**src/hw/rtl/mcm_pkg.sv**
```systemverilog
// Shared widths, constants and types for the magnetometer consistency monitor.
`timescale 1ns / 1ps
`default_nettype none
package mcm_pkg;

  localparam int CW     = 28;   // vector component width used for lengths
  localparam int RW     = 56;   // square-root radicand width
  localparam int RT_W   = 28;   // square-root result width
  localparam int SUM_W  = 58;   // sum of squares width
  localparam int MB_W   = 29;   // multiplier B operand width
  localparam int NUM_W  = 60;   // divider numerator width
  localparam int DEN_W  = 28;   // divider denominator width
  localparam int Q_W    = 31;   // divider quotient width
  localparam int K_W    = 5;    // divider quotient bit count width
  localparam int E_W    = 17;   // relative error, Q0.16 up to 1.0
  localparam int UQ_W   = 32;   // unit vector component, Q1.30 signed
  localparam int DD_W   = UQ_W + 1;
  localparam int DP_W   = UQ_W + 9;
  localparam int REF_W  = 20;
  localparam int TH_W   = 16;
  localparam int CNT_W  = 3;
  localparam int DIFF_W = 10;
  localparam int TEN_W  = 10;
  localparam int LVL_W  = 2;
  localparam int TP_W   = E_W + 10;

  localparam int CFG_IDX_W  = 3;
  localparam int CFG_DATA_W = 20;

  localparam logic [CFG_IDX_W-1:0] REG_REF_X     = 3'd0;
  localparam logic [CFG_IDX_W-1:0] REG_REF_Y     = 3'd1;
  localparam logic [CFG_IDX_W-1:0] REG_REF_Z     = 3'd2;
  localparam logic [CFG_IDX_W-1:0] REG_WARN_DEV  = 3'd3;
  localparam logic [CFG_IDX_W-1:0] REG_ERROR_DEV = 3'd4;

  localparam logic [TH_W-1:0] WARN_DEV_RST  = 16'd3277;
  localparam logic [TH_W-1:0] ERROR_DEV_RST = 16'd9830;

  localparam logic signed [MB_W-1:0] COEF_OLD = 29'sd45875;
  localparam logic signed [MB_W-1:0] COEF_NEW = 29'sd19661;

  localparam logic [E_W-1:0] E_ONE = 17'h10000;
  localparam logic [K_W-1:0] K_ERR  = 5'd16;
  localparam logic [K_W-1:0] K_UNIT = 5'd31;

  localparam logic [DIFF_W-1:0] DIFF_LIM = 10'd500;
  localparam logic [TEN_W-1:0]  TEN_MAX  = 10'd1000;

  localparam logic [LVL_W-1:0] LVL_ABSENT = 2'd0;
  localparam logic [LVL_W-1:0] LVL_OK     = 2'd1;
  localparam logic [LVL_W-1:0] LVL_WARN   = 2'd2;
  localparam logic [LVL_W-1:0] LVL_ERR    = 2'd3;

  typedef struct packed {
    logic [LVL_W-1:0] level;
    logic [CNT_W-1:0] wc;
    logic [CNT_W-1:0] ec;
  } qual_t;

endpackage
`default_nettype wire

```
**src/hw/rtl/mcm_mul.sv**
```systemverilog
// Shared signed multiplier with registered product.
`timescale 1ns / 1ps
`default_nettype none
module mcm_mul #(
  parameter int A_W = 29
) (
  input  wire logic                                clk,
  input  wire logic signed [A_W-1:0]               a,
  input  wire logic signed [mcm_pkg::MB_W-1:0]     b,
  output logic signed [A_W+mcm_pkg::MB_W-1:0]      p
);

  logic signed [A_W+mcm_pkg::MB_W-1:0] p_r;

  always_ff @(posedge clk) begin
    p_r <= (A_W+mcm_pkg::MB_W)'(a) * (A_W+mcm_pkg::MB_W)'(b);
  end

  assign p = p_r;

endmodule
`default_nettype wire

```
**config.mk**
```make
export PLATFORM = sky130hd
export DESIGN_NAME = mcm_mul
export DESIGN_NICKNAME = d
export VERILOG_FILES = /design/src/hw/rtl/mcm_pkg.sv /design/src/hw/rtl/mcm_mul.sv
export SDC_FILE = /design/constraint.sdc
export NUM_CORES = 2
export LEC_CHECK = 0
export ABC_AREA = 1
export BUFFER_PORTS_ARGS = -buffer_cell sky130_fd_sc_hd__buf_2
export CAP_MARGIN = 20
export CORE_MARGIN = 4
export CORE_UTILIZATION = 50
export DETAILED_ROUTE_END_ITERATION = 10
export PLACE_DENSITY = 0.66
export SLEW_MARGIN = 20
export SYNTH_ARGS = -nofsm -noshare
export SYNTH_HDL_FRONTEND = slang
export SYNTH_SLANG_ARGS = --single-unit
```
**constraint.sdc**
```tcl
create_clock -name clk -period 16.6 [get_ports clk]
set_clock_uncertainty 0.2 [all_clocks]
set_input_delay 0.83 -clock clk [delete_from_list [all_inputs] [get_ports clk]]
set_output_delay 0.83 -clock clk [all_outputs]
set_load 0.05 [all_outputs]
```
Word-level counts from Yosys, hierarchy flattened
Cells that the tools add are included.
{"block": "totals", "ff_bits": 58, "inputBits": 59, "output_inout_bits": 58, "wordCells": 2}
{"block": "classes", "n_mul": 1}
{"cell": "29-bit by 29-bit multiplier with 58-bit output", "n": 1}

Longest topological paths before layout
{"block": "depth", "ltp_word": 1, "ltp_mapped": 32, "mapped_depth_nobuf": 30}

Least setup slack after synthesis
Ideal clock, no wire load.
{"block": "synth_timing", "path_kind": "input -> register", "start": "in a[28]", "end": "reg p_r (netlist bit p[57])", "setup_ns": 0.112, "arrival_time_ns": 7.409, "required_ns": 16.288, "path_slack_ns": 8.879, "stages": 26, "path_buffers": 2, "cell_sequence": "clkbuf_1 > buf_1 > nand2_1 > fa_1 > fa_1 > inv_1 > fa_1 > fa_1 > fa_1 > fa_1 > inv_1 > fa_1 > fa_1 > inv_1 > ha_1 > nand2_1 > nor2_1 > nand2_1 > inv_1 > nand2_1 > nor3_1 > nand2_1 > inv_1 > nor2_1 > nand2_1 > nand2_1"}
{"block": "synth_via", "elab_chain_len": 1}
{"item": "from (decl)", "line_no": "mcm_mul.sv:8", "text": "input wire logic signed [A_W-1:0] a,"}
{"item": "29-bit by 29-bit multiplier with 58-bit output", "line_no": "mcm_mul.sv:16", "text": "p_r <= (A_W+mcm_pkg::MB_W)'(a) * (A_W+mcm_pkg::MB_W)'(b);"}
{"item": "to (signal assigned)", "line_no": "mcm_mul.sv:16"}
{"item": "to (decl)", "line_no": "mcm_mul.sv:13", "text": "logic signed [A_W+mcm_pkg::MB_W-1:0] p_r;"}
Every way passes these cells.

Worst setup path after layout
{"block": "layout_timing", "start": "in a[28]", "end": "reg p_r (netlist bit p[53])"}
Same word-level chain as after synthesis.

==> impl_metrics.py <==
metrics = {
    "cells_and_area": {
        "final_common_cell": "inv_1",
        "drive_gt1_share_pct": 5.33,
        "largest_reg_flops": 58,
        "nets": 5590,
        "layout_common_cells": "inv_1, nand2_1, fa_1",
        "syn_to_final_growth_pct": 4.30,
    },
    "clock_tree": {
        "hold_buffers": 0,
        "tritoncts": "built",
        "postCtsSetupRepairBufs": 0,
        "cts_max_level": 3,
        "post_cts_resized": 0,
        "cts_buffers": 9,
        "cts.sinks": 58,
        "cts_root_buf": "clkbuf_16",
        "cts.clk_slew.worst_paths_ns": 0.06,
        "clk_path_buf_depth": 2,
    },
    "worst_hold_path": {
        "whs_path_depth": 4,
        "min_to": "p[0]",
        "min_from": "b[0]",
        "hold_path.class": "in2reg",
    },
    "logic_synthesis": {
        "synth_cells": 4498,
        "seq_area_frac_synth_pct": 3.34,
        "synth_edf_count": 0,
        "ys.flop_type": "dfxtp_1",
        "syn_area_mm2": 0.0347,
        "syn-num-nets": 5628,
        "async_flop_share_pct": 0,
        "synth_warnings": 0,
        "ys_seq_elements": 58,
        "avgSynthCellArea_um2": 7.72,
        "ys_types": 33,
    },
    "detailed_routing": {
        "wl_per_cell_um": 16.5,
        "drt_first_pass_iters": 5,
        "totalWireLength_um": 89100,
        "vias": 26200,
        "drt_drc_violations_left": 0,
        "ant_nets": 0,
        "drt-initial-drc-count": 1568,
        "viasPerCell": 4.86,
    },
    "floorplan": {
        "ios": 117,
        "dieArea_mm2": 0.0738,
        "core_mm2": 0.0687,
        "start_util_pct": 50.6,
        "die-height_um": 272,
        "rows": 96,
        "die_w_um": 272,
    },
    "critical_path": {
        "crit_slowest_cell": "fa_1",
        "critPathKind": "in2reg",
        "critPathLaunchType": "primary input",
        "critPathBufInv": 9,
        "crit_required_ns": 16.64,
        "cp_max_fo": 29,
        "cp.arrival_ns": 8.56,
        "crit_path_end_kind": "flip-flop",
        "critPathMaxStageDelay_ns": 0.88,
        "critPathTopFamily": "adder cells",
    },
    "status": {
        "status": "completed",
    },
    "grt": {
        "grt_pass1_wl_um": 152000,
        "grt_pass1_vias": 29200,
        "overflow": 0,
        "antenna_found_initial": 4,
        "grt_max_degree": 31,
        "grt_use_total_pct": 25.8,
    },
    "timing": {
        "period_share_pct": 51.3,
        "setup_viol": 0,
        "min_period_ns": 8.52,
        "hold_viol": 0,
        "slew_headroom_pct": 35.2,
        "setup_tns_ns": 0,
        "drv_slew": 0,
        "fmax_mhz": 117,
        "tightest_slew_ns": 0.972,
        "rsz0062_at_grt": "no",
    },
    "place": {
        "io_buffers": 116,
        "globalplace.congestion": 0.942,
        "hpwl_um": 76500,
    },
    "flow_run": {
        "cap_violations": 0,
    },
}
-- area by class of cell --
type	count	area, um^2
Multi-Input combinational cell	2691	27000
Clock buffer	12	256
Fill cell	6705	32500
Inverter	1575	5910
Tap cell	931	1160
Timing Repair Buffer	125	648
Antenna cell	2	5.00
Clock inverter	4	73.8
Sequential cell	58	1160
-- cell families (layout without fill, tap and decap cells) --
| family | Yosys count | count (layout) | share of synthesized area [%] |
|---|---|---|---|
| flip-flops | 58 | 58 | 3.34 |
| buffers and inverters | 1749 | 1716 | 18.9 |
| other | 0 | 2 | 0 |
| XOR/XNOR | 34 | 34 | 0.857 |
| AO/OA/AOI/OAI | 90 | 90 | 1.43 |
| AND/OR/NAND/NOR | 1496 | 1496 | 17.4 |
| adder cells (fa/ha/maj) | 1071 | 1071 | 58.0 |
-- cell usage after synthesis, types with 13 or more instances --
| cell type | instances | share of area, % |
|---|---|---|
| o21ai_0 | 17 | 0.24 |
| inv_2 | 13 | 0.14 |
| a21oi_1 | 57 | 0.82 |
| fa_1 | 901 | 52 |
| nand2_2 | 20 | 0.36 |
| inv_1 | 1561 | 17 |
| nand3_1 | 55 | 0.79 |
| xor2_1 | 31 | 0.78 |
| nand4_1 | 19 | 0.34 |
| nor2_2 | 32 | 0.58 |
| buf_1 | 19 | 0.21 |
| dfxtp_1 | 58 | 3.3 |
| ha_1 | 170 | 6.1 |
| nand2_1 | 1244 | 13 |
| nor2_1 | 83 | 0.90 |
| clkbuf_1 | 155 | 1.7 |
-- metal layers --
layer,track usage [%],up-vias,routed length (um)
li1,-,12100,-
met3,2.23,186,4140
met1,32.9,13200,36000
met4,7.51,2,2940
met2,47.2,733,46000
met5,0,-,13
-- worst max path at each step --
| stage | start | to | slack (ns) | depth (start not counted) |
|---|---|---|---|---|
| final | a[28] | p[53] | 8.08 | 27 |
| after detailed placement | b[2] | p[53] | 7.72 | 27 |
| after CTS | b[2] | p[53] | 8.07 | 27 |
| after floorplan | a[28] | p[57] | 8.88 | 26 |
| after global routing | b[2] | p[53] | 7.58 | 27 |
| after global placement | b[2] | p[53] | 7.89 | 27 |
-- through the flow --
step	worst slack [ns]	hold slack [ns]	util [%]	cell area, um^2	cells
6_report	8.08	0.815	52.7	36200	5398
4_1_cts	8.07	0.808	52.7	36200	5396
3_3_place_gp	7.89	1.10	52.3	35900	5380
5_1_grt	7.58	0.843	52.7	36200	5398
2_1_floorplan	8.88	0.962	-	34700	4498
3_5_place_dp	7.72	1.10	52.3	35900	5380
Power is not shown: default switching activity piles up to over one toggle a cycle in this logic, so the estimate is an artifact.
