## src/hw/rtl/mcm_pkg.sv

```systemverilog
// Shared widths, constants and types for the magnetometer consistency monitor.
`timescale 1ns / 1ps
`default_nettype none
package mcm_pkg;

  localparam int CW     = 28;   // vector component width used for lengths
  localparam int RW     = 56;   // square-root radicand width
  localparam int RT_W   = 28;   // square-root result width
  localparam int SUM_W  = 58;   // sum of squares width
  localparam int MB_W   = 29;   // multiplier B operand width
  localparam int NUM_W  = 60;   // divider numerator width
  localparam int DEN_W  = 28;   // divider denominator width
  localparam int Q_W    = 31;   // divider quotient width
  localparam int K_W    = 5;    // divider quotient bit count width
  localparam int E_W    = 17;   // relative error, Q0.16 up to 1.0
  localparam int UQ_W   = 32;   // unit vector component, Q1.30 signed
  localparam int DD_W   = UQ_W + 1;
  localparam int DP_W   = UQ_W + 9;
  localparam int REF_W  = 20;
  localparam int TH_W   = 16;
  localparam int CNT_W  = 3;
  localparam int DIFF_W = 10;
  localparam int TEN_W  = 10;
  localparam int LVL_W  = 2;
  localparam int TP_W   = E_W + 10;

  localparam int CFG_IDX_W  = 3;
  localparam int CFG_DATA_W = 20;

  localparam logic [CFG_IDX_W-1:0] REG_REF_X     = 3'd0;
  localparam logic [CFG_IDX_W-1:0] REG_REF_Y     = 3'd1;
  localparam logic [CFG_IDX_W-1:0] REG_REF_Z     = 3'd2;
  localparam logic [CFG_IDX_W-1:0] REG_WARN_DEV  = 3'd3;
  localparam logic [CFG_IDX_W-1:0] REG_ERROR_DEV = 3'd4;

  localparam logic [TH_W-1:0] WARN_DEV_RST  = 16'd3277;
  localparam logic [TH_W-1:0] ERROR_DEV_RST = 16'd9830;

  localparam logic signed [MB_W-1:0] COEF_OLD = 29'sd45875;
  localparam logic signed [MB_W-1:0] COEF_NEW = 29'sd19661;

  localparam logic [E_W-1:0] E_ONE = 17'h10000;
  localparam logic [K_W-1:0] K_ERR  = 5'd16;
  localparam logic [K_W-1:0] K_UNIT = 5'd31;

  localparam logic [DIFF_W-1:0] DIFF_LIM = 10'd500;
  localparam logic [TEN_W-1:0]  TEN_MAX  = 10'd1000;

  localparam logic [LVL_W-1:0] LVL_ABSENT = 2'd0;
  localparam logic [LVL_W-1:0] LVL_OK     = 2'd1;
  localparam logic [LVL_W-1:0] LVL_WARN   = 2'd2;
  localparam logic [LVL_W-1:0] LVL_ERR    = 2'd3;

  typedef struct packed {
    logic [LVL_W-1:0] level;
    logic [CNT_W-1:0] wc;
    logic [CNT_W-1:0] ec;
  } qual_t;

endpackage
`default_nettype wire

```

## src/hw/rtl/mcm_sqrt.sv

```systemverilog
// Iterative integer square root, one result bit per cycle.
`timescale 1ns / 1ps
`default_nettype none
module mcm_sqrt (
  input  wire logic                       clk,
  input  wire logic                       rst_n,
  input  wire logic                       start,
  input  wire logic [mcm_pkg::RW-1:0]     rad,
  output logic [mcm_pkg::RT_W-1:0]        root,
  output logic                            done
);

  logic [mcm_pkg::RW-1:0] x_r, r_r, bit_r, trial;
  logic busy_r, done_r;

  assign trial = r_r + bit_r;

  always_ff @(posedge clk) begin
    if (!rst_n) begin
      busy_r <= 1'b0;
      done_r <= 1'b0;
    end else begin
      done_r <= 1'b0;
      if (start) begin
        busy_r <= 1'b1;
      end else if (busy_r && bit_r[0]) begin
        busy_r <= 1'b0;
        done_r <= 1'b1;
      end
    end
  end

  always_ff @(posedge clk) begin
    if (start) begin
      x_r   <= rad;
      r_r   <= '0;
      bit_r <= mcm_pkg::RW'(1) << (mcm_pkg::RW - 2);
    end else if (busy_r) begin
      if (x_r >= trial) begin
        x_r <= x_r - trial;
        r_r <= (r_r >> 1) + bit_r;
      end else begin
        r_r <= r_r >> 1;
      end
      bit_r <= bit_r >> 2;
    end
  end

  assign root = r_r[mcm_pkg::RT_W-1:0];
  assign done = done_r;

endmodule
`default_nettype wire

```

## config.mk

```make
export PLATFORM = sky130hd
export DESIGN_NAME = mcm_sqrt
export DESIGN_NICKNAME = d
export VERILOG_FILES = /design/src/hw/rtl/mcm_pkg.sv /design/src/hw/rtl/mcm_sqrt.sv
export SDC_FILE = /design/constraint.sdc
export NUM_CORES = 1
export LEC_CHECK = 0
export BUFFER_PORTS_ARGS = -buffer_cell sky130_fd_sc_hd__buf_2
export CAP_MARGIN = 15
export CORE_UTILIZATION = 55
export DETAILED_ROUTE_END_ITERATION = 7
export PLACE_DENSITY = 0.73
export SLEW_MARGIN = 30
export SYNTH_ARGS = -nofsm -noshare
export SYNTH_HDL_FRONTEND = slang
export SYNTH_SLANG_ARGS = --single-unit
```

## constraint.sdc

```tcl
create_clock -name clk -period 12.6 [get_ports clk]
set_clock_uncertainty 0.15 [all_clocks]
set_input_delay 2.52 -clock clk [delete_from_list [all_inputs] [get_ports clk]]
set_output_delay 2.52 -clock clk [all_outputs]
set_load 0.02 [all_outputs]
```

== Word level (Yosys, flattened, before mapping) ==
Index checks and enable logic that the tools add are counted.

* Output and inout bits: 29
* Register bits: 142
* Word-level logic and storage cells: 23

* Reduce and logical (&&, ||, !) cells: 6
* Multiplexer cells: 7
* Bitwise gates (word level): 1
* Add/sub/neg operators: 3
* Magnitude comparators: 1

{| class="wikitable"
|+ Operators with widths
! kind !! number
|-
| $mux W56 || 4
|-
| $add A55 B55 Y56 || 1
|-
| $add A56 B55 Y56 || 1
|-
| $ge A56 B56 Y1 || 1
|-
| $sub A56 B56 Y56 || 1
|-
| $reduce_bool A2 Y1 || 3
|-
| $mux W1 || 3
|-
| $reduce_and A2 Y1 || 1
|-
| $reduce_or A2 Y1 || 1
|-
| $logic_and A1 B1 Y1 || 1
|-
| $not A1 Y1 || 1
|}

== Longest topological paths before layout ==
* Depth in word-level cells: 5
* Depth in mapped cells: 25
* Depth with buffers taken out: 21

== Least setup slack after synthesis ==
OpenSTA, ideal clock, no wires.

* Path type: register -> register
* From: reg bit_r[0] in the netlist's numbering
* To: reg x_r[0] in the netlist's numbering, enable pin
* Cell stages (with the launch flop): 24
* Arrival time: 5.743 ns
* Path slack: 6.292 ns
* Data required time: 12.035 ns
* Path through: dfxtp_1 > ha_1 > ha_1 > a211o_1 > a41oi_1 > o31ai_1 > a22o_1 > a211o_1 > nand3_1 > nand3_1 > o311ai_1 > xor2_1 > ha_1 > clkbuf_1 > and3_1 > and4_1 > nand3_1 > or2_1 > a31oi_2 > or2_1 > buf_4 > buf_2 > nand2_1 > nand2_1

* Word-level cells in the longest chain between the ends: 4

{| class="wikitable"
|+ Ends and longest elaborated chain
! what !! RTL line !! source
|-
| from (decl) || mcm_sqrt.sv:13 || <nowiki>logic [mcm_pkg::RW-1:0] x_r, r_r, bit_r, trial;</nowiki>
|-
| from (signal assigned) || mcm_sqrt.sv:37 || <nowiki>bit_r <= mcm_pkg::RW'(1) << (mcm_pkg::RW - 2);</nowiki>
|-
| from (signal assigned) || mcm_sqrt.sv:45 || <nowiki>bit_r <= bit_r >> 2;</nowiki>
|-
| $add A56 B55 Y56 || mcm_sqrt.sv:16 || <nowiki>assign trial = r_r + bit_r;</nowiki>
|-
| $ge A56 B56 Y1 || mcm_sqrt.sv:39 || <nowiki>if (x_r >= trial) begin</nowiki>
|-
| $reduce_bool A2 Y1 (no line) || n/a ||
|-
| $reduce_and A2 Y1 (no line) || n/a ||
|-
| to (signal assigned) || mcm_sqrt.sv:35 || <nowiki>x_r <= rad;</nowiki>
|-
| to (signal assigned) || mcm_sqrt.sv:40 || <nowiki>x_r <= x_r - trial;</nowiki>
|-
| to (decl) || mcm_sqrt.sv:13 ||
|}

No other way between the ends.
A chain may end at the register's enable or synchronous reset.

== Final worst setup path ==
* From: reg bit_r[0] in the netlist's numbering
* To: reg x_r[44] in the netlist's numbering, enable pin

Same word-level chain as after synthesis.

==> flow_summary.ini <==
[outcome]
status = completed

[die]
die_height_um = 157
initial_core_util_pct = 56.1
rows = 56
floorplan.die_area_um2 = 24600
floorplan.core_area_um2 = 23500
chipWidth_um = 157
pin_count = 88

[job]
maxCapViolCount = 0

[detailed_routing]
drc = 0
detail_route.first_pass.iterations = 7
route.final.wire_length_um = 37900
first_iter_violations = 977
routedWlPerCell_um = 19.0
vias = 12600
via_per_inst = 6.30
post_route_ant_nets = 0

[power_and_ir_drop]
total_power_mw = 2.79
power.static_leakage_nw = 5.55
power.ir.vdd_worst_v = 0.000104
areal_power_density_over_the_cells_nw_per_um2 = 198

[min_path]
min_path_type = reg -> reg
min_delay_worst_endpoint = r_r[0]
hold_path_depth = 2
timing.hold.worst.start = r_r[0]

[clock_network]
clock_latency_ns = 0.44
clock-sinks = 142
cts_tree = done
clkTransAtPathRegs_ns = 0.07
ctsLongestPathBuffers = 2
cts_root_buffer = sky130_fd_sc_hd__clkbuf_16
cts-htree-levels = 4
number_of_buffers_created_by_cts = 17
cts.repair.resized = 0
postCtsSetupRepairBufs = 0
cts-hold-fix-buffers = 0

[yosys]
yosysTopAreaCell = sky130_fd_sc_hd__dfxtp_1
synth-main-ff-cell = sky130_fd_sc_hd__dfxtp_1
yosysSeqAreaShare_pct = 25.8
yosys_warnings = 0
syn_area_um2 = 13200
synth_unique_cells = 81
synthesis.nets = 1834
synthDominantCellAreaShare_pct = 13.0
post_synthesis_average_cell_area_um2 = 7.96
register_bit_total_from_synthesis = 142
synthTopCellsByCount = sky130_fd_sc_hd__nand2_1, sky130_fd_sc_hd__nor2_1, sky130_fd_sc_hd__o21ai_0
syn-instance-count = 1660
count_of_flip_flops_with_a_built_in_enable_after_synthesis = 56
synth-async-reset-ratio_pct = 0
post-synth-top-count-cell = sky130_fd_sc_hd__nand2_1
synth_area_leaders = sky130_fd_sc_hd__dfxtp_1, sky130_fd_sc_hd__edfxtp_1, sky130_fd_sc_hd__ha_1, sky130_fd_sc_hd__nand2_1, sky130_fd_sc_hd__o21ai_0

[setup_path]
critical_path_peak_fanout = 56
crit_required_ns = 12.52
ff2ff_path_depth = 22
reg2reg_setup_slack_ns = 5.69
critical_path.startpoint_type = register
worst-endpoint-arrival_ns = 6.82
r2r_start = bit_r[0]
setup.worst_path.end_class = register
critical_path.reg2reg.endpoint = x_r[44]
timing.setup.critical_path_class = reg -> reg

[place]
port_buffers = 87
final_weighted_congestion_in_routability_driven_placement = 0.963
placedInstanceArea_um2 = 13500
placed_cells_incl_taps = 1961
hpwlAfterDp_um = 28500

[final_layout]
design_area_um2 = 14100
final_nets = 1835
final-instance-count-excl-fill = 1993
drive_gt1_share_pct = 9.98
synthToLayoutAreaGrowth_pct = 6.78
num_antenna_cells = 0
fill_cells = 2187

[timing]
final_hold_viol_count = 0
period_needed_ns = 6.91
fmax_mhz = 145
setup_total_negative_slack_ns = 0
final_setup_violations = 0
max_slew_margin_pct = 44.6
unrepaired_setup_endpoints_after_global_routing = false
final_max_slew_viol_count = 0
final_min_period_over_clock_period_pct = 54.8
tightestPinTransition_ns = 0.820

[global_route]
grt_use_total_pct = 31.2
grt_pass1_wl_um = 60100
overflow = 0
first_global_vias = 11700
grt_antenna_before_repair = 0
grt_max_degree = 70
-- logic make-up (layout without fill, tap and decap cells) --
logic type	count (synthesis)	after routing	synth area share, %
DFF	142	142	25.8
AOI/OAI and AO/OA	561	561	27.9
xor gates and xnor gates	125	125	8.29
and+or+nand+nor	523	523	18.3
muxes	42	42	3.23
buffers and inverters	152	166	5.52
adders and majority gates	115	115	10.9
-- routing by layer --
metal	wire [um]	vias to the layer above	global-route usage (%)
met3	2360	90	5.70
met2	18200	443	53.8
li1	-	6183	-
met5	0	-	0
met4	1500	0	14.2
met1	15800	5847	37.4
-- critical path: stages, from the launching register on --
cell                      delay (ns)
sky130_fd_sc_hd__dfxtp_1        0.37
sky130_fd_sc_hd__ha_1           0.22
sky130_fd_sc_hd__ha_1           0.22
sky130_fd_sc_hd__a211o_1        0.32
sky130_fd_sc_hd__a41oi_1        0.45
sky130_fd_sc_hd__o31ai_1        0.21
sky130_fd_sc_hd__a22o_1         0.31
sky130_fd_sc_hd__a211o_1        0.35
sky130_fd_sc_hd__a41oi_1        0.28
sky130_fd_sc_hd__nor2_1         0.06
sky130_fd_sc_hd__o21ai_0        0.18
sky130_fd_sc_hd__xor2_1         0.11
sky130_fd_sc_hd__ha_1           0.45
sky130_fd_sc_hd__nand3_1        0.18
sky130_fd_sc_hd__nor3_1         0.37
sky130_fd_sc_hd__nand3_1        0.16
sky130_fd_sc_hd__or2_1          0.25
sky130_fd_sc_hd__a31oi_2        0.24
sky130_fd_sc_hd__or2_1          0.15
sky130_fd_sc_hd__buf_4          0.47
sky130_fd_sc_hd__nand2_1        0.20
sky130_fd_sc_hd__nand2_2        0.12
sky130_fd_sc_hd__buf_4          0.57
-- flip-flops by register name, indices dropped and copies added (netlist names) --
register and flops:
done 1, x_r 56, busy_r 1, r_r 56, bit_r 28
-- cell type report --
cell class | instances | area [um^2] | share of cell area [%]
multi-input cells | 1366 | 9080 | 64.4
clock inverters | 14 | 123 | 0.869
clock buffers | 18 | 450 | 3.19
well taps | 319 | 399 | 2.83
inverters | 40 | 150 | 1.06
flip-flops and latches | 142 | 3410 | 24.2
repair buffers | 94 | 494 | 3.50
-- worst max-delay path by stage --
| stage | cells after the start | end | startpoint | slack (ns) |
|---|---|---|---|---|
| after floorplan | 23 | x_r[0] | bit_r[0] | 6.29 |
| after global placement | 22 | x_r[15] | bit_r[0] | 5.99 |
| after detailed placement | 22 | x_r[0] | bit_r[0] | 5.84 |
| after CTS | 21 | x_r[23] | r_r[2] | 5.78 |
| after global routing | 22 | x_r[24] | bit_r[0] | 5.23 |
| final | 22 | x_r[44] | bit_r[0] | 5.69 |
-- placed cells by master (no fill, tap or decap), types with 18 or more instances in the layout --
cell,instances
sky130_fd_sc_hd__a211oi_1,37
sky130_fd_sc_hd__a21o_1,30
sky130_fd_sc_hd__a21oi_1,116
sky130_fd_sc_hd__a31oi_1,57
sky130_fd_sc_hd__and3_1,24
sky130_fd_sc_hd__buf_2,86
sky130_fd_sc_hd__clkbuf_16,18
sky130_fd_sc_hd__dfxtp_1,85
sky130_fd_sc_hd__edfxtp_1,56
sky130_fd_sc_hd__ha_1,114
sky130_fd_sc_hd__inv_1,39
sky130_fd_sc_hd__mux2i_1,37
sky130_fd_sc_hd__nand2_1,186
sky130_fd_sc_hd__nand3_1,37
sky130_fd_sc_hd__nand4_1,26
sky130_fd_sc_hd__nor2_1,139
sky130_fd_sc_hd__nor3_1,33
sky130_fd_sc_hd__o21a_1,23
sky130_fd_sc_hd__o21ai_0,133
sky130_fd_sc_hd__o21bai_1,25
sky130_fd_sc_hd__xnor2_1,64
sky130_fd_sc_hd__xor2_1,61
-- where the power goes --
part / switching (mW) / internal (mW)
logic: 0.955 / 0.589
registers: 0.111 / 0.627
clock network: 0.237 / 0.272
total: 1.30 / 1.49
-- stage by stage --
stage	worst slack [ns]	hold slack, ns	utilization [%]
2_1_floorplan	6.29	0.328	-
3_3_place_gp	5.99	0.338	57.5
3_5_place_dp	5.84	0.359	57.5
4_1_cts	5.78	0.372	59.9
5_1_grt	5.23	0.396	59.9
6_report	5.69	0.370	59.9
Power figures use the tool's default switching activity.
