`src/hw/rtl/mcm_pkg.sv`:
```
// Shared widths, constants and types for the magnetometer consistency monitor.
`timescale 1ns / 1ps
`default_nettype none
package mcm_pkg;

  localparam int CW     = 28;   // vector component width used for lengths
  localparam int RW     = 56;   // square-root radicand width
  localparam int RT_W   = 28;   // square-root result width
  localparam int SUM_W  = 58;   // sum of squares width
  localparam int MB_W   = 29;   // multiplier B operand width
  localparam int NUM_W  = 60;   // divider numerator width
  localparam int DEN_W  = 28;   // divider denominator width
  localparam int Q_W    = 31;   // divider quotient width
  localparam int K_W    = 5;    // divider quotient bit count width
  localparam int E_W    = 17;   // relative error, Q0.16 up to 1.0
  localparam int UQ_W   = 32;   // unit vector component, Q1.30 signed
  localparam int DD_W   = UQ_W + 1;
  localparam int DP_W   = UQ_W + 9;
  localparam int REF_W  = 20;
  localparam int TH_W   = 16;
  localparam int CNT_W  = 3;
  localparam int DIFF_W = 10;
  localparam int TEN_W  = 10;
  localparam int LVL_W  = 2;
  localparam int TP_W   = E_W + 10;

  localparam int CFG_IDX_W  = 3;
  localparam int CFG_DATA_W = 20;

  localparam logic [CFG_IDX_W-1:0] REG_REF_X     = 3'd0;
  localparam logic [CFG_IDX_W-1:0] REG_REF_Y     = 3'd1;
  localparam logic [CFG_IDX_W-1:0] REG_REF_Z     = 3'd2;
  localparam logic [CFG_IDX_W-1:0] REG_WARN_DEV  = 3'd3;
  localparam logic [CFG_IDX_W-1:0] REG_ERROR_DEV = 3'd4;

  localparam logic [TH_W-1:0] WARN_DEV_RST  = 16'd3277;
  localparam logic [TH_W-1:0] ERROR_DEV_RST = 16'd9830;

  localparam logic signed [MB_W-1:0] COEF_OLD = 29'sd45875;
  localparam logic signed [MB_W-1:0] COEF_NEW = 29'sd19661;

  localparam logic [E_W-1:0] E_ONE = 17'h10000;
  localparam logic [K_W-1:0] K_ERR  = 5'd16;
  localparam logic [K_W-1:0] K_UNIT = 5'd31;

  localparam logic [DIFF_W-1:0] DIFF_LIM = 10'd500;
  localparam logic [TEN_W-1:0]  TEN_MAX  = 10'd1000;

  localparam logic [LVL_W-1:0] LVL_ABSENT = 2'd0;
  localparam logic [LVL_W-1:0] LVL_OK     = 2'd1;
  localparam logic [LVL_W-1:0] LVL_WARN   = 2'd2;
  localparam logic [LVL_W-1:0] LVL_ERR    = 2'd3;

  typedef struct packed {
    logic [LVL_W-1:0] level;
    logic [CNT_W-1:0] wc;
    logic [CNT_W-1:0] ec;
  } qual_t;

endpackage
`default_nettype wire

```
`src/hw/rtl/mcm_div.sv`:
```
// Iterative restoring divider, one quotient bit per cycle.
`timescale 1ns / 1ps
`default_nettype none
module mcm_div (
  input  wire logic                        clk,
  input  wire logic                        rst_n,
  input  wire logic                        start,
  input  wire logic [mcm_pkg::NUM_W-1:0]   num,
  input  wire logic [mcm_pkg::DEN_W-1:0]   den,
  input  wire logic [mcm_pkg::K_W-1:0]     k,
  output logic [mcm_pkg::Q_W-1:0]          quot,
  output logic                             done
);

  logic [mcm_pkg::DEN_W-1:0] rem_r, den_r;
  logic [mcm_pkg::Q_W-1:0]   qsh_r;
  logic [mcm_pkg::K_W-1:0]   cnt_r;
  logic [mcm_pkg::DEN_W:0]   r2, rdiff;
  logic                      ge, busy_r, done_r;

  assign r2    = {rem_r, qsh_r[mcm_pkg::Q_W-1]};
  assign ge    = r2 >= {1'b0, den_r};
  assign rdiff = r2 - {1'b0, den_r};

  always_ff @(posedge clk) begin
    if (!rst_n) begin
      busy_r <= 1'b0;
      done_r <= 1'b0;
    end else begin
      done_r <= 1'b0;
      if (start) begin
        busy_r <= 1'b1;
      end else if (busy_r && cnt_r == mcm_pkg::K_W'(1)) begin
        busy_r <= 1'b0;
        done_r <= 1'b1;
      end
    end
  end

  always_ff @(posedge clk) begin
    if (start) begin
      rem_r <= mcm_pkg::DEN_W'(num >> k);
      qsh_r <= num[mcm_pkg::Q_W-1:0] << (mcm_pkg::K_W'(mcm_pkg::Q_W) - k);
      den_r <= den;
      cnt_r <= k;
    end else if (busy_r) begin
      rem_r <= ge ? rdiff[mcm_pkg::DEN_W-1:0] : r2[mcm_pkg::DEN_W-1:0];
      qsh_r <= {qsh_r[mcm_pkg::Q_W-2:0], ge};
      cnt_r <= cnt_r - mcm_pkg::K_W'(1);
    end
  end

  assign quot = qsh_r;
  assign done = done_r;

endmodule
`default_nettype wire

```
`config.mk`:
```
export PLATFORM = sky130hd
export DESIGN_NAME = mcm_div
export DESIGN_NICKNAME = d
export VERILOG_FILES = /design/src/hw/rtl/mcm_pkg.sv /design/src/hw/rtl/mcm_div.sv
export SDC_FILE = /design/constraint.sdc
export NUM_CORES = 1
export LEC_CHECK = 0
export ABC_AREA = 1
export BUFFER_PORTS_ARGS = -buffer_cell sky130_fd_sc_hd__buf_2
export CAP_MARGIN = 20
export CORE_ASPECT_RATIO = 0.5
export CORE_MARGIN = 3
export CORE_UTILIZATION = 55
export DETAILED_ROUTE_END_ITERATION = 7
export PLACE_DENSITY = 0.76
export REMOVE_ABC_BUFFERS = 1
export SLEW_MARGIN = 20
export SYNTH_ARGS = -nofsm -noshare
export SYNTH_HDL_FRONTEND = slang
export SYNTH_SLANG_ARGS = --single-unit
```
`constraint.sdc`:
```
create_clock -name clk -period 6.1 [get_ports clk]
set_input_delay 0.915 -clock clk [delete_from_list [all_inputs] [get_ports clk]]
set_output_delay 0.915 -clock clk [all_outputs]
set_load 0.005 [all_outputs]
```
# Word level (Yosys, flattened, before mapping)
# Cells that the tools add are included.
[op_classes] bitwise_logic=1 mux=10 shifts=2 n_addsub=3 n_div=0 eq_ne=1 mul=0 n_reduce_logical=4 magnitude_cmp=1
[ops] cell="2-to-1 mux 28 bit" count=3
[ops] cell="2-to-1 mux 31 bit" count=2
[ops] cell="right shift 60 x 5 -> 28 bit" count=1
[ops] cell="<< shifter 31 x 5 -> 31 bit" count=1
[ops] cell="greater-or-equal comparator 29 x 28 -> 1 bit" count=1
[ops] cell="subtractor 28 bit" count=1
[ops] cell="2-to-1 mux 5 bit" count=2
[ops] cell="equality test 5 x 1 -> 1 bit, second input constant" count=1
[ops] cell="subtractor 5 x 1 -> 5 bit, second input constant" count=1
[ops] cell="subtractor 5 bit, first input constant" count=1
[ops] cell="nonzero test 2 bit" count=2
[ops] cell="2-to-1 mux 1 bit" count=3
[ops] cell="OR reduction 2 bit" count=1
[ops] cell="logical AND 1 bit" count=1
[ops] cell="NOT 1 bit" count=1
[word_totals] rom_bits=0 mem_count=0 latch_bits=0 reg_bits=94 inputBits=96 output_inout_bits=32 elab_cells=28 mem_bits_rw=0

# Longest topological paths before layout
# Gate-level depths: netlist (run 1).
[depth] depth_word=4 depth_mapped=17 ltp_nobuf=16

# Worst setup path after synthesis (run 1)
# No wires, ideal clock.
[synth_path] path_kind="input-to-reg" startpoint="in start" endpoint="reg cnt_r[0] (netlist bit) (enable)" stages=2 setup_slack_ps=3798 n_path_buf=1 setup_time_ps=394 t_arrival_ps=1908 required_ps=5706 cell_sequence="buf_2 or2_2"
[synth_between] elab_chain_cells=1
[synth_lines] element="start: declaration" line="mcm_div.sv:7" rtl="input wire logic start,"
[synth_lines] element="nonzero test 2 bit (no source line)"
[synth_lines] element="end signal: assignment" line="mcm_div.sv:45" rtl="cnt_r <= k;"
[synth_lines] element="end signal: assignment" line="mcm_div.sv:49" rtl="cnt_r <= cnt_r - mcm_pkg::K_W'(1);"
[synth_lines] element="end: declaration" line="mcm_div.sv:17" rtl="logic [mcm_pkg::K_W-1:0] cnt_r;"
# No other way between the ends.
# A chain may end at the register's enable or synchronous reset.

# Worst setup path after layout (run 1)
[layout_path] startpoint="in k[0] (netlist bit)" endpoint="reg rem_r[7] (netlist bit), data pin"
[layout_between] elab_chain_cells=2
[layout_lines] element="start: declaration" line="mcm_div.sv:10" rtl="input wire logic [mcm_pkg::K_W-1:0] k,"
[layout_lines] element="right shift 60 x 5 -> 28 bit" line="mcm_div.sv:42" rtl="rem_r <= mcm_pkg::DEN_W'(num >> k);"
[layout_lines] element="2-to-1 mux 28 bit" line="mcm_div.sv:41" rtl="if (start) begin"
[layout_lines] element="end signal: assignment" line="mcm_div.sv:42"
[layout_lines] element="end signal: assignment" line="mcm_div.sv:47" rtl="rem_r <= ge ? rdiff[mcm_pkg::DEN_W-1:0] : r2[mcm_pkg::DEN_W-1:0];"
[layout_lines] element="end: declaration" line="mcm_div.sv:15" rtl="logic [mcm_pkg::DEN_W-1:0] rem_r, den_r;"
# No other way between the ends.

==> implementation parameters, run 1 <==
Parameter                              Value

Timing
  Number of pins exceeding their max-slew limit in the final report ... 0
  Minimum clock period ... 3.55 ns
  Worst clock skew on the final layout ... 0.00721 ns
  Final worst path period share ... 0.581
  Setup repair after global routing missed its margin ... no
  Maximum clock frequency ... 282 MHz
  Least-Margin Pin Slew ... 1.07 ns
  Count of final hold-check violations ... 0
  Worst rel slew slack ... 0.284
  Aggregate negative setup slack ... 0 ns
  Final Setup Violations ... 0

Min path
  Hold Path Cell Cnt ... 2
  Worst hold path class ... reg2reg
  Launch point of the worst hold path ... busy_r$_SDFFE_PN0P_

Critical path
  Startpoint of the worst register-to-register path ... rem_r[18]$_DFFE_PP_
  Endpoint of the lowest-slack register-to-register path ... quot[0]$_DFFE_PP_
  Kind of start point of the critical path ... primary input
  Crit. End Element ... register
  Count of cells along the worst register-to-register path ... 9
  Required time of the worst setup path ... 6.21 ns
  Crit-path max FO ... 59
  Launch point of the critical path ... k[0]
  Kind of critical path ... in2reg
  WP data arrival ... 3.66 ns
  Setup crit end ... rem_r[7]$_DFFE_PP_
  Setup slack, reg-to-reg ... 3.12 ns

Layout
  Post-route non-filler standard cell count ... 1779
  Final layout net count ... 1680
  Layout fillers ... 1546
  Commonest cells after routing, fill and taps aside ... 568 x sky130_fd_sc_hd__nand2_1, 232 x sky130_fd_sc_hd__nand3_1, 155 x sky130_fd_sc_hd__inv_1, 126 x sky130_fd_sc_hd__buf_2, 92 x sky130_fd_sc_hd__edfxtp_1
  Syn-to-layout area delta ... 9.99%
  Most common library cell in the layout ignoring fill and taps ... sky130_fd_sc_hd__nand2_1
  Layout cell share with drive strength beyond 1 ... 0.138
  Final core utilization ... 0.642
  Total inserted antenna cells ... 0

Clock tree
  Hold_buf cts ... 0
  Number of levels the H-tree was split into ... 3
  Clock tree from TritonCTS ... yes
  Clock transition at the registers of the reported paths ... 0.07 ns
  Clock tree root buffer cell ... sky130_fd_sc_hd__clkbuf_16
  # clock sinks ... 94
  Resized Gates After CTS ... 0
  Maximum count of clock buffers along a single path ... 2
  Number of setup buffers added after CTS ... 0
  TritonCTS buffer count ... 9
  Later-pin clock latency in the skew report ... 0.35 ns

Logic synthesis
  Count of state elements after synthesis ... 94
  Sequential-to-total area share from yosys stat ... 0.301
  Number of warnings issued by yosys ... 0
  Cell Area, Synth ... 0.00932 sq mm
  Mean area per synthesized cell ... 6.31 sq um
  Count of unique library cells instantiated by Yosys ... 44
  Synth Instances ... 1477

Global route
  Largest net degree at the start of global routing ... 66
  Initial antenna violation count ... 0
  Vias in the first global route ... 8753
  Total global routing track utilization ... 0.298
  Remaining global-route overflow ... 0
  First-pass GRT wire length ... 44700 microns

Power and ir drop
  Sequential share of power ... 0.306
  Worst-case vdd ir drop ... 155 uV
  Switching power summed over all nets ... 1300 uW
  Power per cell area ... 294 mW/mm^2
  Internal power ... 1720 uW
  Switching Fraction ... 0.430
  Part of the total power dissipated in the clock network ... 0.203
  Reported leakage power ... 0.00519 uW
  Combinational Power Share ... 0.490

Placement
  Placer's final routability congestion estimate ... 0.968
  Half-perimeter wire length after placement ... 21300 microns
  Count of input and output buffers ... 126
  Cell count after placement ... 1762

Outcome
  Run status ... completed

Route
  Routed vias ... 9866
  Routed length per placed instance ... 15.8 microns
  Antenna Violating Nets Remaining ... 0
  DRC marker count from the first detailed-route iteration ... 1094
  Total DRC errors in the routed layout ... 0
  Pre-antenna DRT Iters ... 6
  Via density per instance ... 5.55
  Detailed-route wire length ... 28200 microns

Floorplanning
  Initial core utilization ... 0.584
  Number of standard-cell rows in the floorplan ... 32
  Area of the core ... 0.0160 sq mm
  Number of placed I/O pins ... 128
  Overall die area ... 0.0186 sq mm
  Die Y ... 98.1 microns
  Die X-Extent ... 190 microns

Flow run
  # Max-Cap Violations ... 0
worst min-delay path by stage:
| stage | end |
|---|---|
| after floorplan | done$_SDFF_PP0_ |
| after global placement | done$_SDFF_PP0_ |
| after detailed placement | done$_SDFF_PP0_ |
| after CTS | done$_SDFF_PP0_ |
| after global routing | done$_SDFF_PP0_ |
| final | done$_SDFF_PP0_ |
per-layer routing:
layer / wire length, microns / vias up / track usage
met5: 0 / - / 0
met4: 372 / 0 / 0.0505
met3: 2320 / 33 / 0.0438
met2: 12300 / 425 / 0.470
met1: 13100 / 4471 / 0.441
li1: - / 4937 / -
cell families after synthesis:
group	share of synthesized area
buffers and inverters	0.107
muxes	0.00429
xor gates and xnor gates	0.0150
DFF	0.301
adders and majority gates	0.0424
AOI/OAI and AO/OA	0.0815
and+or+nand+nor	0.449
power groups by stage:
stage	combinational, uW	clock (uW)	sequential (uW)
after floorplan	1060	0	923
after global placement	1430	0	931
after detailed placement	1450	0	936
after CTS	1460	613	924
after global routing	1660	650	938
final	1480	614	925
through the flow:
stage	power [uW]	setup slack, ns	hold slack, ns	instance area (sq um)
after CTS	3000	2.64	0.458	10200
after global routing	3250	2.29	0.497	10300
after global placement	2360	2.31	0.416	9910
final	3020	2.55	0.453	10300
after floorplan	1980	2.74	0.410	8940
after detailed placement	2390	2.26	0.448	9910
Yosys cell counts:
library cell | instances | area, sq um
sky130_fd_sc_hd__nand4_1 | 8 | 50.1
sky130_fd_sc_hd__a31oi_1 | 13 | 81.3
sky130_fd_sc_hd__nor3_1 | 3 | 15.0
sky130_fd_sc_hd__a21oi_2 | 1 | 8.76
sky130_fd_sc_hd__a22o_1 | 2 | 17.5
sky130_fd_sc_hd__o21ai_1 | 25 | 125
sky130_fd_sc_hd__clkbuf_1 | 24 | 90.1
sky130_fd_sc_hd__a31oi_2 | 1 | 12.5
sky130_fd_sc_hd__buf_12 | 1 | 20.0
sky130_fd_sc_hd__nand2_1 | 568 | 2130
sky130_fd_sc_hd__a22oi_1 | 2 | 15.0
sky130_fd_sc_hd__fa_1 | 1 | 20.0
sky130_fd_sc_hd__nor2_1 | 67 | 251
sky130_fd_sc_hd__o211ai_1 | 14 | 105
sky130_fd_sc_hd__xnor2_1 | 15 | 131
sky130_fd_sc_hd__or2_1 | 14 | 87.6
sky130_fd_sc_hd__inv_2 | 5 | 18.8
sky130_fd_sc_hd__nand3_4 | 1 | 17.5
sky130_fd_sc_hd__clkinv_1 | 5 | 18.8
sky130_fd_sc_hd__buf_6 | 6 | 67.6
sky130_fd_sc_hd__nor2_2 | 21 | 131
sky130_fd_sc_hd__o21a_1 | 2 | 15.0
sky130_fd_sc_hd__dfxtp_1 | 2 | 40.0
sky130_fd_sc_hd__a21oi_4 | 1 | 16.3
sky130_fd_sc_hd__nand3_2 | 2 | 20.0
sky130_fd_sc_hd__buf_2 | 22 | 110
sky130_fd_sc_hd__inv_1 | 155 | 582
sky130_fd_sc_hd__nor3_2 | 1 | 10.0
sky130_fd_sc_hd__o21ai_0 | 52 | 260
sky130_fd_sc_hd__and2_1 | 6 | 37.5
sky130_fd_sc_hd__xor2_1 | 1 | 8.76
sky130_fd_sc_hd__nand3_1 | 232 | 1160
sky130_fd_sc_hd__o21bai_1 | 1 | 7.51
sky130_fd_sc_hd__ha_1 | 30 | 375
sky130_fd_sc_hd__nand3b_1 | 10 | 75.1
sky130_fd_sc_hd__nor2_4 | 1 | 11.3
sky130_fd_sc_hd__a21oi_1 | 19 | 95.1
sky130_fd_sc_hd__mux2i_1 | 4 | 40.0
sky130_fd_sc_hd__buf_1 | 10 | 37.5
sky130_fd_sc_hd__nand2_2 | 6 | 37.5
sky130_fd_sc_hd__and3_1 | 1 | 6.26
sky130_fd_sc_hd__edfxtp_1 | 92 | 2760
sky130_fd_sc_hd__buf_4 | 7 | 52.6
sky130_fd_sc_hd__or2_2 | 23 | 144
critical path, cell delays in order:
cell and delay (ns):
sky130_fd_sc_hd__buf_2 0.72, sky130_fd_sc_hd__inv_2 0.64, sky130_fd_sc_hd__nand2_1 0.22, sky130_fd_sc_hd__nand2_1 0.07
sky130_fd_sc_hd__o21ai_1 0.28, sky130_fd_sc_hd__mux2i_1 0.20, sky130_fd_sc_hd__or2_1 0.27, sky130_fd_sc_hd__nand3_1 0.10
sky130_fd_sc_hd__nand2_1 0.10, sky130_fd_sc_hd__inv_1 0.07, sky130_fd_sc_hd__nand2_1 0.05
registers in the layout (all words and copies together) (netlist names):
signal	flops
rem_r	28
busy_r	1
cnt_r	5
quot	31
den_r	28
done	1
cell type report:
type,count,area (sq um),share of cell area
Clock buffer,11,253,0.0246
Timing Repair Buffer,135,711,0.0693
Inverter,165,619,0.0604
Tap cell,221,277,0.0270
Clock inverter,5,66.3,0.00647
Multi-Input combinational cell,1148,5530,0.539
Sequential cell,94,2800,0.273
Power figures use the tool's default switching activity.
==> run 2: changes to the inputs <==
CORE_UTILIZATION = 54   (was 55)
PLACE_DENSITY = 0.78   (was 0.76)
clock period = 3.1 ns   (was 6.1 ns; I/O delays follow)
==> implementation parameters, run 2 (synthesis results as in run 1) <==
Parameter                              Value

Outcome
  Run status ... completed

Power and ir drop
  Worst-case vdd ir drop ... 385 uV (+150%)
  Reported leakage power ... 0.00523 uW (+0.81%)
  Power per cell area ... 569 mW/mm^2 (+93%)

Floorplanning
  Die Y ... 98.9 microns (+0.87%)
  Initial core utilization ... 0.560 (-0.0233)
  Area of the core ... 0.0166 sq mm (+4.2%)
  Overall die area ... 0.0190 sq mm (+1.8%)
  Die X-Extent ... 192 microns (+0.89%)
  Number of standard-cell rows in the floorplan ... 33 (+3.1%)
  Number of placed I/O pins ... 128 (unchanged)

Route
  Total DRC errors in the routed layout ... 0 (unchanged)
  Routed vias ... 9969 (+1.0%)
  Detailed-route wire length ... 28900 microns (+2.6%)
  Routed length per placed instance ... 16.1 microns (+1.6%)
  Antenna Violating Nets Remaining ... 0 (unchanged)
  Via density per instance ... 5.55 (about the same)
  DRC marker count from the first detailed-route iteration ... 956 (-13%)
  Pre-antenna DRT Iters ... 5 (-1)

Critical path
  Crit-path max FO ... 20 (-66%)
  Kind of critical path ... reg2reg
  WP data arrival ... 2.71 ns (-0.95 ns)
  Required time of the worst setup path ... 3.19 ns (-3.02 ns)
  Kind of start point of the critical path ... register
  Count of cells along the worst register-to-register path ... 14 (+5)
  Crit. End Element ... register

Min path
  Hold Path Cell Cnt ... 1 (-1)
  Worst hold path class ... in2reg

Clock tree
  Clock transition at the registers of the reported paths ... 0.07 ns (about the same)
  Number of levels the H-tree was split into ... 3 (unchanged)
  Later-pin clock latency in the skew report ... 0.34 ns (about the same)
  Clock tree root buffer cell ... sky130_fd_sc_hd__clkbuf_16
  Clock tree from TritonCTS ... yes
  Number of setup buffers added after CTS ... 0 (unchanged)
  # clock sinks ... 94 (unchanged)
  Hold_buf cts ... 0 (unchanged)
  Maximum count of clock buffers along a single path ... 2 (unchanged)
  TritonCTS buffer count ... 9 (unchanged)
  Resized Gates After CTS ... 0 (unchanged)

Global route
  Fraction of met2 tracks used by global routing ... 0.483 (+0.0127)
  Remaining global-route overflow ... 0 (unchanged)
  Met3 track demand over resource ... 0.0345 (-0.00929)
  First-pass GRT wire length ... 45400 microns (+1.7%)
  Total global routing track utilization ... 0.300 (+0.00228)
  Met1 GRT Util ... 0.449 (+0.00821)
  Vias in the first global route ... 8867 (+1.3%)
  Busiest layer in global routing ... met2
  Initial antenna violation count ... 0 (unchanged)
  Largest net degree at the start of global routing ... 66 (unchanged)

Placement
  Count of input and output buffers ... 126 (unchanged)
  Post-Place Worst Slack ... 0.464 ns (-1.80 ns)
  Half-perimeter wire length after placement ... 22400 microns (+4.9%)
  Placer's final routability congestion estimate ... 0.948 (-2.0%)

Layout
  Final layout net count ... 1692 (+0.71%)
  Layout cell share with drive strength beyond 1 ... 0.145 (+0.00659)
  Number of flip-flops in the largest register ... 31 (unchanged)
  Syn-to-layout area delta ... 11.0%
  Most common library cell in the layout ignoring fill and taps ... sky130_fd_sc_hd__nand2_1
  Total inserted antenna cells ... 0 (unchanged)
  Commonest cells after routing, fill and taps aside ... 568 x sky130_fd_sc_hd__nand2_1, 232 x sky130_fd_sc_hd__nand3_1, 155 x sky130_fd_sc_hd__inv_1, 126 x sky130_fd_sc_hd__buf_2, 92 x sky130_fd_sc_hd__edfxtp_1

Flow run
  # Max-Cap Violations ... 0 (unchanged)

Timing
  Aggregate negative setup slack ... 0 ns (unchanged)
  Minimum clock period ... 2.62 ns
  Worst clock skew on the final layout ... 0.0140 ns (+0.00680 ns)
  Least-Margin Pin Slew ... 0.658 ns (-0.416 ns)
  Count of final hold-check violations ... 0 (unchanged)
  Number of pins exceeding their max-slew limit in the final report ... 0 (unchanged)
  Setup repair after global routing missed its margin ... no
  Worst rel slew slack ... 0.562 (+0.277)
  Least setup slack across all paths after layout ... 0.481 ns (-2.07 ns)
  Final worst path period share ... 0.845
  Final Setup Violations ... 0 (unchanged)
  Maximum clock frequency ... 382 MHz
-- run 2: path summary, 6_finish.rpt --
| check | from | to | slack, ns |
|---|---|---|---|
| setup reg to reg | rem_r[22]$_DFFE_PP_ | rem_r[25]$_DFFE_PP_ | 0.48 |
| hold reg to reg | busy_r$_SDFFE_PN0P_ | done$_SDFF_PP0_ | 0.45 |
| hold / removal | den[14] | den_r[14]$_DFFE_PP_ | 0.30 |
| setup / recovery | rem_r[22]$_DFFE_PP_ | rem_r[25]$_DFFE_PP_ | 0.48 |
-- run 2: area by class of cell --
type	count	area [sq um]
fillers	1615	6300
multi-input cells	1148	5530
flip-flops and latches	94	2800
repair buffers	147	838
inverters	165	619
well taps	227	284
clock buffers	9	225
clock inverters	7	48.8
-- run 2: metal layers --
| metal | vias to the layer above | routed length, microns |
|---|---|---|
| met5 | - | 0 |
| met4 | 0 | 172 |
| met3 | 14 | 2130 |
| met2 | 410 | 13100 |
| met1 | 4590 | 13500 |
| li1 | 4955 | - |
-- run 2: power breakdown --
group | total [uW] | internal (uW) | switching (uW)
combinational | 3020 | 1060 | 1960
clock | 1050 | 544 | 502
sequential | 1820 | 1690 | 128
total | 5880 | 3290 | 2590
-- run 2: critical path, stage by stage (launching register included) --
cell                       delay (ns)
sky130_fd_sc_hd__edfxtp_1        0.42
sky130_fd_sc_hd__ha_1            0.40
sky130_fd_sc_hd__nand2_1         0.16
sky130_fd_sc_hd__inv_1           0.06
sky130_fd_sc_hd__nand2_1         0.06
sky130_fd_sc_hd__nand2_1         0.08
sky130_fd_sc_hd__nand2_1         0.07
sky130_fd_sc_hd__nand2_1         0.12
sky130_fd_sc_hd__a21oi_4         0.16
sky130_fd_sc_hd__nand3_4         0.29
sky130_fd_sc_hd__nand2_1         0.15
sky130_fd_sc_hd__buf_4           0.17
sky130_fd_sc_hd__nand2_1         0.06
sky130_fd_sc_hd__nand2_1         0.10
sky130_fd_sc_hd__nand2_1         0.05
-- run 2: stage by stage --
stage / instance area, sq um / cells / hold slack [ns] / util / total power, uW
2_1_floorplan: 8940 / 1407 / 0.410 / - / 3890
3_3_place_gp: 10100 / 1781 / 0.417 / 0.605 / 4740
3_5_place_dp: 10100 / 1781 / 0.445 / 0.605 / 4810
4_1_cts: 10300 / 1797 / 0.285 / 0.622 / 5880
5_1_grt: 10300 / 1797 / 0.280 / 0.622 / 6340
6_report: 10300 / 1797 / 0.298 / 0.622 / 5880
